### src/periodic_task_release_tracker_unit_macros.svh
// Assertion macros shared by the tracker RTL.
`ifndef PERIODIC_TASK_RELEASE_TRACKER_UNIT_MACROS_SVH
`define PERIODIC_TASK_RELEASE_TRACKER_UNIT_MACROS_SVH

// Same-cycle implication, checked on the rising clock edge outside reset.
`define PTRT_ASSERT_NOW(label, ante, cons, msg) \
   label: assert property (@(posedge clock) disable iff (reset) (ante) |-> (cons)) \
      else $error(msg);

// Next-cycle implication, checked on the rising clock edge outside reset.
`define PTRT_ASSERT_NEXT(label, ante, cons, msg) \
   label: assert property (@(posedge clock) disable iff (reset) (ante) |=> (cons)) \
      else $error(msg);

`endif

### src/ptrt_pkg.sv
// Types and constants of the periodic task release tracker.
package ptrt_pkg;

   localparam int CSR_WIDTH       = 16;
   localparam int CSR_INDEX_WIDTH = 2;

   localparam logic [CSR_INDEX_WIDTH-1:0] CSR_PERIOD_TICKS      = 2'd0;
   localparam logic [CSR_INDEX_WIDTH-1:0] CSR_EXECUTION_TICKS   = 2'd1;
   localparam logic [CSR_INDEX_WIDTH-1:0] CSR_RELATIVE_DEADLINE = 2'd2;
   localparam logic [CSR_INDEX_WIDTH-1:0] CSR_JITTER_LIMIT      = 2'd3;

   localparam logic [CSR_WIDTH-1:0] PERIOD_TICKS_RESET      = 16'd100;
   localparam logic [CSR_WIDTH-1:0] EXECUTION_TICKS_RESET   = 16'd10;
   localparam logic [CSR_WIDTH-1:0] RELATIVE_DEADLINE_RESET = 16'd100;
   localparam logic [CSR_WIDTH-1:0] JITTER_LIMIT_RESET      = 16'd10;

   localparam logic [1:0] KIND_TICK    = 2'd0;
   localparam logic [1:0] KIND_EXECUTE = 2'd1;
   localparam logic [1:0] KIND_RESTART = 2'd2;

   localparam logic [1:0] ERR_NONE          = 2'd0;
   localparam logic [1:0] ERR_DEADLINE_MISS = 2'd1;
   localparam logic [1:0] ERR_EXEC_COMPLETE = 2'd2;
   localparam logic [1:0] ERR_IGNORED       = 2'd3;

   typedef struct packed {
      logic [1:0]  kind;
      logic [15:0] jitter_draw;
   } req_item_type;

   typedef struct packed {
      logic       arrived;
      logic       renewed;
      logic       job_done;
      logic [1:0] error_code;
      logic       ready_flag;
      logic       fresh_flag;
      logic       complete_flag;
      logic       new_period_flag;
   } rsp_item_type;

endpackage

### src/periodic_task_release_tracker_unit.sv
// Top level of the periodic task release tracker.
// The tracker follows one periodic real-time task and answers every item
// with exactly one result item. An item is taken in the cycle it is offered
// unless the result register is full and stalled; its result appears in the
// next cycle. Counters update in the cycle the item is taken, so, stalls
// aside, the rate is one item per clock. The result register decouples the
// two channels, so a new item is accepted in the same cycle the previous
// result is taken. Configuration registers must be written only while no
// item is in flight; this is not enforced. Counters are COUNT_WIDTH bits
// wide; register values are cut or zero-extended to that width when loaded.
module periodic_task_release_tracker_unit #(
   parameter int COUNT_WIDTH = 16
) (
   input  logic                                    clock,
   input  logic                                    reset,
   input  logic                                    req_valid,
   output logic                                    req_stall,
   input  ptrt_pkg::req_item_type                  req_data,
   output logic                                    rsp_valid,
   input  logic                                    rsp_stall,
   output ptrt_pkg::rsp_item_type                  rsp_data,
   input  logic                                    csr_write_en,
   input  logic [ptrt_pkg::CSR_INDEX_WIDTH-1:0]    csr_index,
   input  logic [ptrt_pkg::CSR_WIDTH-1:0]          csr_wdata
);
   import ptrt_pkg::*;

   `include "periodic_task_release_tracker_unit_macros.svh"

   logic [CSR_WIDTH-1:0]   period_ticks_ff;
   logic [CSR_WIDTH-1:0]   execution_ticks_ff;
   logic [CSR_WIDTH-1:0]   relative_deadline_ff;
   logic [CSR_WIDTH-1:0]   jitter_limit_ff;

   logic [COUNT_WIDTH-1:0] work_left_ff, work_left_in;
   logic [COUNT_WIDTH-1:0] deadline_left_ff, deadline_left_in;
   logic [COUNT_WIDTH-1:0] period_left_ff, period_left_in;
   logic [COUNT_WIDTH-1:0] jitter_left_ff, jitter_left_in;
   logic                   started_ff, started_in;
   logic                   faulted_ff, faulted_in;

   logic                   rsp_valid_ff;
   rsp_item_type           rsp_data_ff, rsp_data_in;

   logic                   in_accept;
   logic [CSR_WIDTH-1:0]   draw_clamped;
   logic [COUNT_WIDTH-1:0] exec_load;
   logic [COUNT_WIDTH-1:0] deadline_load;
   logic [COUNT_WIDTH-1:0] period_load;
   logic [COUNT_WIDTH-1:0] jitter_load;
   logic                   jitter_enabled;
   logic                   active;

   assign req_stall = rsp_valid_ff & rsp_stall;
   assign in_accept = req_valid & ~req_stall;
   assign rsp_valid = rsp_valid_ff;
   assign rsp_data  = rsp_data_ff;

   assign draw_clamped   = (req_data.jitter_draw >= jitter_limit_ff) ?
                           (jitter_limit_ff - CSR_WIDTH'(1)) : req_data.jitter_draw;
   assign exec_load      = COUNT_WIDTH'(execution_ticks_ff);
   assign deadline_load  = COUNT_WIDTH'(relative_deadline_ff);
   assign period_load    = COUNT_WIDTH'(period_ticks_ff);
   assign jitter_load    = COUNT_WIDTH'(draw_clamped);
   assign jitter_enabled = (jitter_limit_ff != '0);
   assign active         = started_ff & ~faulted_ff;

   always_comb begin
      work_left_in     = work_left_ff;
      deadline_left_in = deadline_left_ff;
      period_left_in   = period_left_ff;
      jitter_left_in   = jitter_left_ff;
      started_in       = started_ff;
      faulted_in       = faulted_ff;
      rsp_data_in      = '0;
      rsp_data_in.error_code = ERR_NONE;

      case (req_data.kind)
         KIND_RESTART: begin
            work_left_in     = exec_load;
            deadline_left_in = deadline_load;
            period_left_in   = period_load;
            if (jitter_enabled) begin
               jitter_left_in = jitter_load;
            end
            started_in = 1'b1;
            faulted_in = 1'b0;
         end
         KIND_TICK: begin
            if (!active) begin
               rsp_data_in.error_code = ERR_IGNORED;
            end else begin
               if (work_left_ff != '0) begin
                  deadline_left_in = deadline_left_ff - COUNT_WIDTH'(1);
               end
               if (deadline_left_in == '0) begin
                  rsp_data_in.error_code = ERR_DEADLINE_MISS;
                  faulted_in = 1'b1;
               end else begin
                  period_left_in = period_left_ff - COUNT_WIDTH'(1);
                  if (period_left_in == '0) begin
                     work_left_in     = exec_load;
                     deadline_left_in = deadline_load;
                     period_left_in   = period_load;
                     if (jitter_enabled) begin
                        jitter_left_in = jitter_load;
                     end
                     rsp_data_in.renewed = 1'b1;
                  end
                  rsp_data_in.arrived = rsp_data_in.renewed & (jitter_left_in == '0);
                  if (jitter_left_in != '0) begin
                     jitter_left_in = jitter_left_in - COUNT_WIDTH'(1);
                     rsp_data_in.arrived = (jitter_left_in == '0);
                  end
               end
            end
         end
         KIND_EXECUTE: begin
            if (!active) begin
               rsp_data_in.error_code = ERR_IGNORED;
            end else if (work_left_ff == '0) begin
               rsp_data_in.error_code = ERR_EXEC_COMPLETE;
               faulted_in = 1'b1;
            end else begin
               work_left_in = work_left_ff - COUNT_WIDTH'(1);
               rsp_data_in.job_done = (work_left_in == '0);
            end
         end
         default: begin
            rsp_data_in.error_code = ERR_IGNORED;
         end
      endcase

      rsp_data_in.ready_flag      = (work_left_in != '0) & (jitter_left_in == '0);
      rsp_data_in.fresh_flag      = (work_left_in == exec_load);
      rsp_data_in.complete_flag   = (work_left_in == '0);
      rsp_data_in.new_period_flag = (period_left_in == period_load);
   end

   always_ff @(posedge clock) begin
      if (reset) begin
         period_ticks_ff      <= PERIOD_TICKS_RESET;
         execution_ticks_ff   <= EXECUTION_TICKS_RESET;
         relative_deadline_ff <= RELATIVE_DEADLINE_RESET;
         jitter_limit_ff      <= JITTER_LIMIT_RESET;
      end else if (csr_write_en) begin
         case (csr_index)
            CSR_PERIOD_TICKS:      period_ticks_ff      <= csr_wdata;
            CSR_EXECUTION_TICKS:   execution_ticks_ff   <= csr_wdata;
            CSR_RELATIVE_DEADLINE: relative_deadline_ff <= csr_wdata;
            CSR_JITTER_LIMIT:      jitter_limit_ff      <= csr_wdata;
            default: begin
            end
         endcase
      end
   end

   always_ff @(posedge clock) begin
      if (reset) begin
         work_left_ff     <= '0;
         deadline_left_ff <= '0;
         period_left_ff   <= '0;
         jitter_left_ff   <= '0;
         started_ff       <= 1'b0;
         faulted_ff       <= 1'b0;
      end else if (in_accept) begin
         work_left_ff     <= work_left_in;
         deadline_left_ff <= deadline_left_in;
         period_left_ff   <= period_left_in;
         jitter_left_ff   <= jitter_left_in;
         started_ff       <= started_in;
         faulted_ff       <= faulted_in;
      end
   end

   always_ff @(posedge clock) begin
      if (reset) begin
         rsp_valid_ff <= 1'b0;
      end else if (in_accept) begin
         rsp_valid_ff <= 1'b1;
      end else if (!rsp_stall) begin
         rsp_valid_ff <= 1'b0;
      end
   end

   always_ff @(posedge clock) begin
      if (in_accept) begin
         rsp_data_ff <= rsp_data_in;
      end
   end

   // An accepted item always leaves a result behind in the next cycle.
   `PTRT_ASSERT_NEXT(a_result_follows_item, in_accept, rsp_valid_ff, "accepted item lost its result")
   // A fault can only arise on a task that has been started.
   `PTRT_ASSERT_NOW(a_fault_needs_start, faulted_ff, started_ff, "faulted task was never started")
   // Before the first restart the counters keep their reset value.
   `PTRT_ASSERT_NOW(a_idle_counters, !started_ff, (period_left_ff == '0) && (work_left_ff == '0), "counters moved before start")
   // A restart never reports an error.
   `PTRT_ASSERT_NEXT(a_restart_clean, in_accept && (req_data.kind == KIND_RESTART), rsp_data_ff.error_code == ERR_NONE, "restart reported an error")

endmodule
### config.mk
export PLATFORM = sky130hd
export DESIGN_NAME = periodic_task_release_tracker_unit
export DESIGN_NICKNAME = d
export VERILOG_FILES = /design/src/ptrt_pkg.sv /design/src/periodic_task_release_tracker_unit.sv
export VERILOG_INCLUDE_DIRS = /design/src /design/src/src
export SDC_FILE = /design/constraint.sdc
export NUM_CORES = 1
export LEC_CHECK = 0
export BUFFER_PORTS_ARGS = -buffer_cell sky130_fd_sc_hd__clkbuf_2
export CORE_MARGIN = 5
export CORE_UTILIZATION = 45
export CTS_CLUSTER_SIZE = 25
export DETAILED_ROUTE_END_ITERATION = 6
export PLACE_DENSITY = 0.59
export SYNTH_ARGS = -nofsm -noshare
export SYNTH_HDL_FRONTEND = slang
export SYNTH_SLANG_ARGS = --single-unit
### constraint.sdc
create_clock -name clock -period 4.6 [get_ports clock]
set_input_delay 0.92 -clock clock [delete_from_list [all_inputs] [get_ports clock]]
set_output_delay 0.92 -clock clock [all_outputs]
set_load 0.05 [all_outputs]
==> summary.txt <==
Outcome
  – Outcome: completed

Clock tree
  – CTS root buf: clkbuf_16
  – # resized after CTS: 0
  – Clk buf depth: 2
  – CTS clk-pin slew, worst paths: 70 ps
  – Post-CTS Setup Bufs: 0
  – CTS Hold Bufs: 0
  – Worst skew pair latency: 430 ps
  – # clock sinks: 140
  – TritonCTS clock tree: done
  – H-tree depth: 4
  – CTS buffer count: 17

Floorplan
  – Core ar.: 0.0220 mm^2
  – IO Pins: 52
  – Die height: 160 um
  – # rows: 54
  – Die area: 0.0256 mm^2
  – Die Wd: 160 um
  – Initial Util: 46.1%

Power and ir drop
  – Total Power: 3.69 mW
  – Internal power: 2.39 mW
  – Pwr dens: 315 mW/mm^2
  – Leak: 4.42 nW
  – NetSw: 1.30 mW
  – Sequential Power Share: 36.5%
  – Combinational share of power: 27.3%
  – Sw Ratio: 35.3%
  – VDD IR max: 256 uV
  – Clk pwr share: 36.1%

STA
  – Fmax: 229 MHz
  – Worst hold slack: 459 ps
  – Clock Skew: 11.7 ps
  – Final setup TNS: 0 ps
  – Count of final max-slew check failures: 0
  – RSZ-0062 raised after global routing: no
  – Worst-Margin Slew: 1060 ps
  – Final period util: 94.8%
  – Final Setup Violations: 0
  – Relative slew slack: 28.9%
  – Fin crit period: 4360 ps
  – Final Hold Fails: 0

Setup path
  – Critical path arrival: 4580 ps
  – CP delay by family, top: simple AND/OR/NAND/NOR gates
  – Max stage delay on crit path: 550 ps
  – Worst path slowest cell: or4_1
  – CP Capture Type: flop
  – Crit-path cells: inv_1 -> ha_1 -> or4b_4 -> o41a_1 -> a221o_1 -> or2_0 -> or2_4 -> a211oi_4 -> o211ai_1 -> xnor2_1 -> o2111ai_1 -> or4_1 -> nor4_2
  – Critical path peak fanout: 7
  – Kind of critical path: reg2reg
  – Required time of the critical path: 4810 ps
  – CP Launch Type: flop
  – Buf/Inv on CP: 1

Synthesis
  – Prevailing post-synth register cell: dfxtp_1
  – Mapped Area: 0.0101 mm^2
  – EDFF count, synth: 9
  – Fraction of registers with async set/reset: 0%
  – Register area share after synthesis: 28.6%
  – Post-Syn Instances: 1412
  – Netlist cell types: 90
  – Post-Syn Nets: 1476
  – Synthesis-stage register bit count: 140
  – Ys Warns: 0
  – Syn Area/Cell: 7.16 um^2

Layout
  – Antenna cells: 0
  – Most common cell after layout, fill and taps aside: nand2_1
  – Filler cells: 2177
  – Area Growth Syn to Fin: 15.9%
  – Area of the multi-input gates: 0.00669 mm^2
  – Storage cell area: 0.00289 mm^2
  – Finished Layout Cells: 1781
  – Commonest cells after routing, fill and taps aside: nand2_1, a21oi_1, nor2_1
  – Post-route cell area: 0.0117 mm^2
  – Share of layout cells above drive strength 1: 15.1%
  – Layout net count: 1552

Placement
  – Hpwl dp: 26.8 mm
  – Dpl cell area: 0.0112 mm^2
  – Inst Count DP: 1749
  – Port bufs: 51
  – Gpl congestion: 0.977

Routing
  – Drt pass-1 iters: 5
  – Antenna Nets Post-Route: 0
  – Via/cell ratio: 6.08
  – Post-Route WL: 36.4 mm
  – Routed WL per cell: 20.4 um
  – Drt drc: 0
  – Overall via count from detail_route: 10800
  – Initial drt markers: 825

GRT
  – GRT overflow: 0
  – Largest net degree at the start of global routing: 68
  – Initial antenna violation count: 0
  – All-Layer GR Usage: 27.7%
  – Vias in the first global route: 10200
  – First-pass GRT wire length: 57.2 mm

Flow run
  – Max cap viols: 0

Worst hold path
  – Tightest Hold Check Type: reg2reg
-- cells in the mapped netlist (8+ instances only) --
cell | count | area, um^2
nand2_1 | 261 | 980
a21oi_1 | 146 | 731
nor2_1 | 138 | 518
dfxtp_1 | 131 | 2620
clkbuf_1 | 77 | 289
o21ai_0 | 65 | 325
nor3_1 | 54 | 270
inv_1 | 43 | 161
nand3_1 | 32 | 160
xnor2_1 | 31 | 272
ha_1 | 23 | 288
xor2_1 | 21 | 184
nand4_1 | 20 | 125
o211ai_1 | 20 | 150
mux2i_1 | 19 | 190
or3_1 | 18 | 113
a22oi_1 | 15 | 113
nor4_1 | 15 | 93.8
a211oi_1 | 14 | 105
a2bb2oi_1 | 14 | 123
mux2_2 | 14 | 158
o22ai_1 | 14 | 87.6
a31oi_1 | 13 | 81.3
or4_1 | 12 | 90.1
nor2b_1 | 10 | 62.6
and3_1 | 9 | 56.3
buf_2 | 9 | 45.0
edfxtp_1 | 9 | 270
o21a_1 | 9 | 67.6
a221oi_1 | 8 | 70.1
-- power by group through the flow --
stage | registers, mW | logic [mW] | clock network [mW]
CTS | 1.35 | 0.992 | 1.36
detailed placement | 1.37 | 0.985 | 0
global route | 1.36 | 1.10 | 1.42
global placement | 1.37 | 0.984 | 0
floorplan | 1.36 | 0.647 | 0
finish | 1.35 | 1.01 | 1.33
-- cell families (layout without fill, tap and decap cells) --
logic type | after synthesis | in the layout | share of synthesized area [%]
adder cells (fa/ha/maj) | 23 | 23 | 2.85
buffers and inverters | 138 | 227 | 5.34
AND/OR/NAND/NOR | 625 | 625 | 29.4
multiplexers | 35 | 35 | 3.74
AO/OA/AOI/OAI | 399 | 399 | 25.6
flip-flops | 140 | 140 | 28.6
XOR/XNOR | 52 | 52 | 4.50
-- flip-flops by register name (all words and copies together) (netlist names), 9 cells and up --
| name | cells |
|---|---|
| deadline_left_ff | 16 |
| deadline_load | 16 |
| exec_load | 16 |
| jitter_left_ff | 16 |
| jitter_limit_ff | 16 |
| period_left_ff | 16 |
| period_load | 16 |
| work_left_ff | 16 |
| rsp_data | 9 |
-- worst register-to-register path: stages (launching register included) --
cell and delay [ps]:
dfxtp_1 310, inv_1 100, ha_1 160, or4b_4 490, o41a_1 360, a221o_1 320, or2_0 380, or2_4 340
a211oi_4 340, o211ai_1 200, xnor2_1 210, o2111ai_1 120, or4_1 550, nor4_2 260
-- per-stage QoR --
stage,utilization (%),setup WS (ps)
finish,53.4,237
CTS,53.4,294
floorplan,-,309
detailed placement,50.8,26.7
global route,53.4,51.5
global placement,50.8,116
-- final cells by class --
class                   instances  area share, %
well taps                     280           2.99
clock inverters                15           1.12
multi-input cells            1134           57.1
repair buffers                149           9.01
flip-flops and latches        140           24.7
clock buffers                  17           3.63
inverters                      46           1.47
-- worst paths after layout --
path,from,to,slack [ps],cells after the start
worst max register to register,period_left_ff[1],rsp_data[2],240,13
worst min-delay path,jitter_limit_ff[13],jitter_limit_ff[13],460,2
worst min register to register,jitter_limit_ff[13],jitter_limit_ff[13],460,2
worst max-delay path,period_left_ff[1],rsp_data[2],240,13
-- per-layer routing --
metal  wire length [um]  up-vias  track usage [%]  part of all wire (%)
li1                   -     5287                -                     -
met1              16800     5057             40.3                    46
met2              16200      443             42.9                    44
met3               2760       47             4.95                   7.6
met4                602        0             6.30                   1.7
met5                  0        -                0                     0
(Power assumes the default switching activity.)
